`src/design/altbl_pkg.sv`:
```
`timescale 1ns / 1ps

package altbl_pkg;

	localparam int CAPACITY = 64;
	localparam int IDX_W    = $clog2(CAPACITY);
	localparam int CNT_W    = $clog2(CAPACITY + 1);
	localparam int KEY_W    = 32;
	localparam int PAY_W    = 64;
	localparam int POS_W    = 7;
	localparam int CMP_W    = (CNT_W > POS_W) ? CNT_W : POS_W;

	typedef enum logic [2:0] {
		FN_INS_END   = 3'd0,
		FN_INS_FRONT = 3'd1,
		FN_INS_SORT  = 3'd2,
		FN_RM_END    = 3'd3,
		FN_RM_FRONT  = 3'd4,
		FN_RM_KEY    = 3'd5,
		FN_READ      = 3'd6,
		FN_FIND      = 3'd7
	} func_t;

	typedef enum logic {
		ST_IDLE  = 1'b0,
		ST_APPLY = 1'b1
	} state_t;

	typedef struct packed {
		logic signed [KEY_W-1:0] key;
		logic [PAY_W-1:0]        payload;
	} entry_t;

	typedef struct packed {
		logic capture;
		logic load;
		logic take_left;
		logic take_right;
	} cell_ctl_t;

endpackage

```
`src/design/altbl_cell.sv`:
```
`timescale 1ns / 1ps

module altbl_cell import altbl_pkg::*; (
	input  logic                    clk,
	input  logic                    arst_n,
	input  logic [IDX_W-1:0]        idx,
	input  cell_ctl_t               ctl,
	input  func_t                   func,
	input  logic signed [KEY_W-1:0] key,
	input  logic [POS_W-1:0]        pos,
	input  logic [CNT_W-1:0]        count,
	input  entry_t                  new_entry,
	input  entry_t                  left,
	input  entry_t                  right,
	output entry_t                  entry,
	output logic                    hit
);

	entry_t entry_q;
	logic   hit_q;
	logic   occupied;
	logic   cond;

	assign occupied = CNT_W'(idx) < count;

	always_comb begin
		case (func)
			FN_INS_FRONT, FN_RM_FRONT: cond = 1'b1;
			FN_INS_SORT:               cond = !($signed(entry_q.key) < $signed(key));
			FN_RM_KEY, FN_FIND:        cond = ($signed(entry_q.key) == $signed(key));
			FN_READ:                   cond = (CMP_W'(idx) + CMP_W'(1)) == CMP_W'(pos);
			default:                   cond = 1'b0;
		endcase
	end

	always_ff @(posedge clk or negedge arst_n) begin
		if (!arst_n) begin
			hit_q <= 1'b0;
		end else if (ctl.capture) begin
			hit_q <= occupied & cond;
		end
	end

	always_ff @(posedge clk) begin
		if (ctl.load) begin
			entry_q <= new_entry;
		end else if (ctl.take_left) begin
			entry_q <= left;
		end else if (ctl.take_right) begin
			entry_q <= right;
		end
	end

	assign entry = entry_q;
	assign hit   = hit_q;

endmodule

```
`config.mk`:
```
export PLATFORM = sky130hd
export DESIGN_NAME = altbl_cell
export DESIGN_NICKNAME = d
export VERILOG_FILES = /design/src/design/altbl_pkg.sv /design/src/design/altbl_cell.sv
export SDC_FILE = /design/constraint.sdc
export NUM_CORES = 1
export LEC_CHECK = 0
export BUFFER_PORTS_ARGS = -buffer_cell sky130_fd_sc_hd__buf_2
export CELL_PAD_IN_SITES_DETAIL_PLACEMENT = 0
export CELL_PAD_IN_SITES_GLOBAL_PLACEMENT = 1
export CORE_AREA = 4 4 173 175
export CTS_BUF_LIST = sky130_fd_sc_hd__clkbuf_16
export DETAILED_ROUTE_END_ITERATION = 7
export DIE_AREA = 0 0 177 179
export GPL_ROUTABILITY_DRIVEN = 0
export PLACE_DENSITY_LB_ADDON = 0.1
export SLEW_MARGIN = 20
export SYNTH_ARGS = -nofsm -noshare
export SYNTH_HDL_FRONTEND = slang
export SYNTH_SLANG_ARGS = --single-unit
```
`constraint.sdc`:
```
create_clock -name clk -period 2.2 [get_ports clk]
set_input_delay 0.22 -clock clk [delete_from_list [all_inputs] [get_ports clk]]
set_output_delay 0.22 -clock clk [all_outputs]
set_load 0.01 [all_outputs]
```
==> flow_summary_export.csv <==
group,metric,value,unit
status,status,"completed",
sta,report.final.slew_viol_count,0,
cts,cts_buffers,9,
sta,period_share,97.82,%
routing,drt_wl_total,26590,um
place,dp.cells,1403,
floorplan,initial_core_util,21.38,%
place,post-dp-hpwl,22440,um
cts,tritoncts,"built",
power,power.total,5.341,mW
floorplan,num_rows,62,
floorplan,die_h,179,um
synthesis,synth_cell_types,47,
synthesis,synthCells,593,
grt,grt_pass1_vias,6077,
synthesis,yosys_warnings,0,
layout,area_delta_synth_final,51.42,%
place,dpl_cell_area,8852,sq um
layout,nets,1420,
synthesis,synthArstFlopShare,1.031,%
power,leakagePower,4.646,nW
layout,multi_input_area,2947,sq um
sta,timing.final.ws_setup,47.98,ps
critical_path,critPathKind,"reg2reg",
floorplan,design.core.area,28470,sq um
sta,worst_pin_slew,492.5,ps
sta,fin_worst_skew,6.062,ps
place,placement.io_buffers,445,
synthesis,yosysTopAreaCellShare,47.37,%
synthesis,synth_top_area_cell,"edfxtp_1",
layout,postLayoutCellArea,9215,sq um
cts,cts_buffer_depth,2,
layout,final_core_util,32.37,%
sta,hold_viol_final,0,
sta,rsz0062_at_grt,"true",
cts,cts_sinks,97,
layout,seq_area,2908,sq um
critical_path,end_kind,"register",
sta,setup_violations,0,
grt,grt_max_degree,77,
floorplan,num_io_pins,446,
synthesis,synth-main-ff-cell,"edfxtp_1",
synthesis,syn_area_per_cell,10.26,sq um
cts,root_buffer,"clkbuf_16",
floorplan,die_area,31680,sq um
critical_path,slowest_delay,450,ps
routing,dr.pass1.iters,5,
synthesis,yosysSeqAreaShare,47.78,%
layout,n_fill_cell,3047,
critical_path,cp_slowest_cell,"edfxtp_1",
sta,whs,137.7,ps
synthesis,yosys-top-cells-area,"edfxtp_1, mux2i_1, o21ai_0",
min_path,min_path_type,"in2reg",
layout,layout-drive-gt1-share,46.82,%
routing,wire_per_inst,18.64,um
sta,relSlewSlack,66.89,%
cts,insertion_delay,350,ps
grt,antenna_found_initial,9,
layout,final_cells,1426,
synthesis,synth-edff-count,96,
synthesis,synth_area,6086,sq um
grt,grt_pass1_wl,37300,um
grt,grt_usage,15.84,%
floorplan,die_w,177,um
power,ir_worst_vdd,300.8,uV
critical_path,critical_path_buf_inv_count,0,
synthesis,synth_nets,980,
critical_path,path_cells,"ha_4 > a21oi_2 > o21ai_2 > a221o_1 > a2111o_1 > o32a_1 > nand3_1",
power,powerDensity,579.6,nW/um^2
routing,vias,5928,
synthesis,synth.ff_latch_count,97,
routing,final_antenna_net_count,0,
routing,drc,0,
critical_path,critPathLaunchType,"register",
sta,fmaxAchievable,464.7,MHz
place,pre_cts_ws,-122.4,ps
cts,cts.htree.levels,3,
routing,drt-initial-drc-count,225,
routing,viasPerCell,4.157,
critical_path,worstPathRequired,2490,ps
grt,grt-ovfl-total,0,
critical_path,critPathArrivalTime,2440,ps
sta,setup_tns,0,ps
cts,clk_pin_slew,90,ps
sta,min_period,2152,ps
synthesis,yosys-top-cells-count,"nand2_1, o21ai_0, edfxtp_1, mux2i_1, inv_1",
synthesis,synth.most_common_cell,"nand2_1",
job,drv_cap,0,
critical_path,critical_path.top_delay_family,"compound AO/OA/AOI/OAI gates",
critical_path,crit_path_max_fanout,3,
==> area by class of cell <==
cell class / instances / share of cell area (%)
inverter: 40 / 1.629
tap: 384 / 5.214
clock buffer: 9 / 2.444
sequential: 97 / 31.55
multi-input combinational: 424 / 31.98
clock inverter: 7 / 0.6653
antenna: 4 / 0.1086
timing repair buffer: 461 / 26.41
==> repair_timing <==
item                                   4_1_cts  5_1_grt
setup buffers                                1        1
setup endpoints to repair                    1        1
gates resized for setup                      3        1
hold buffers                                 1        0
endpoints found under the hold margin        1        0
pin swaps                                    3        1
==> cells by family (layout without fill, tap and decap cells) <==
kind of cell	Yosys count	count (layout)	share of synthesized area, %
adder cells (fa/ha/maj)	38	38	7.813
flip-flops	97	97	47.78
XOR/XNOR	8	8	1.151
multiplexers	96	96	15.79
AO/OA/AOI/OAI	138	138	12.71
other	0	4	0
AND/OR/NAND/NOR	144	144	10.20
buffers and inverters	72	517	4.564
==> metal layers <==
metal  GRT usage [%]  share of wire (%)  wire, um
met5               0               0.18        47
met4           3.804                1.6       421
met1           17.82                 38      9972
met2           28.27                 52     13690
met3           6.200                9.2      2450
==> path summary, 6_finish.rpt <==
path	startpoint	endpoint	slack (ps)	depth (start not counted)
max	entry[83]	hit	50	7
min	new_entry[22]	entry[22]	140	3
max reg2reg	entry[83]	hit	50	7
min reg2reg	hit	hit	640	3
max in group asynchronous	arst_n	hit	1920	2
min in group asynchronous	arst_n	hit	200	2
==> power breakdown <==
group | internal [mW] | switching, mW
Sequential | 2.28 | 0.0765
Clock | 0.795 | 0.822
Combinational | 0.656 | 0.714
==> layout by cell type (no fill, tap or decap), types with 2 or more instances in the layout <==
cell type / netlist / layout
inv_6: 0 / 2
nand2_1: 105 / 105
ha_4: 0 / 3
buf_12: 0 / 6
nand2b_1: 3 / 3
a21o_1: 2 / 2
mux2i_1: 96 / 96
nor3_1: 2 / 2
nor2_1: 9 / 9
clkbuf_16: 0 / 9
a21oi_1: 15 / 15
nor2b_1: 4 / 4
diode_2: 0 / 4
buf_4: 0 / 10
o21ai_0: 98 / 98
and4_1: 2 / 2
xor2_1: 3 / 3
nand3_1: 6 / 6
edfxtp_1: 96 / 96
a21oi_2: 2 / 2
nand4_1: 5 / 5
xnor2_1: 5 / 5
inv_8: 0 / 2
inv_1: 40 / 40
buf_2: 6 / 443
or3_1: 4 / 3
ha_1: 38 / 35
==> tightest hold or removal path: cells and delay by family <==
kind	cells	cell delay [ps]
and+or+nand+nor	1	40
buffers and inverters	1	70
AOI/OAI and AO/OA	1	50
==> registers in the layout, summed over array words and instances (netlist names) <==
name	count
hit	1
entry	96
Note: power is estimated with default switching activity, not from simulation.
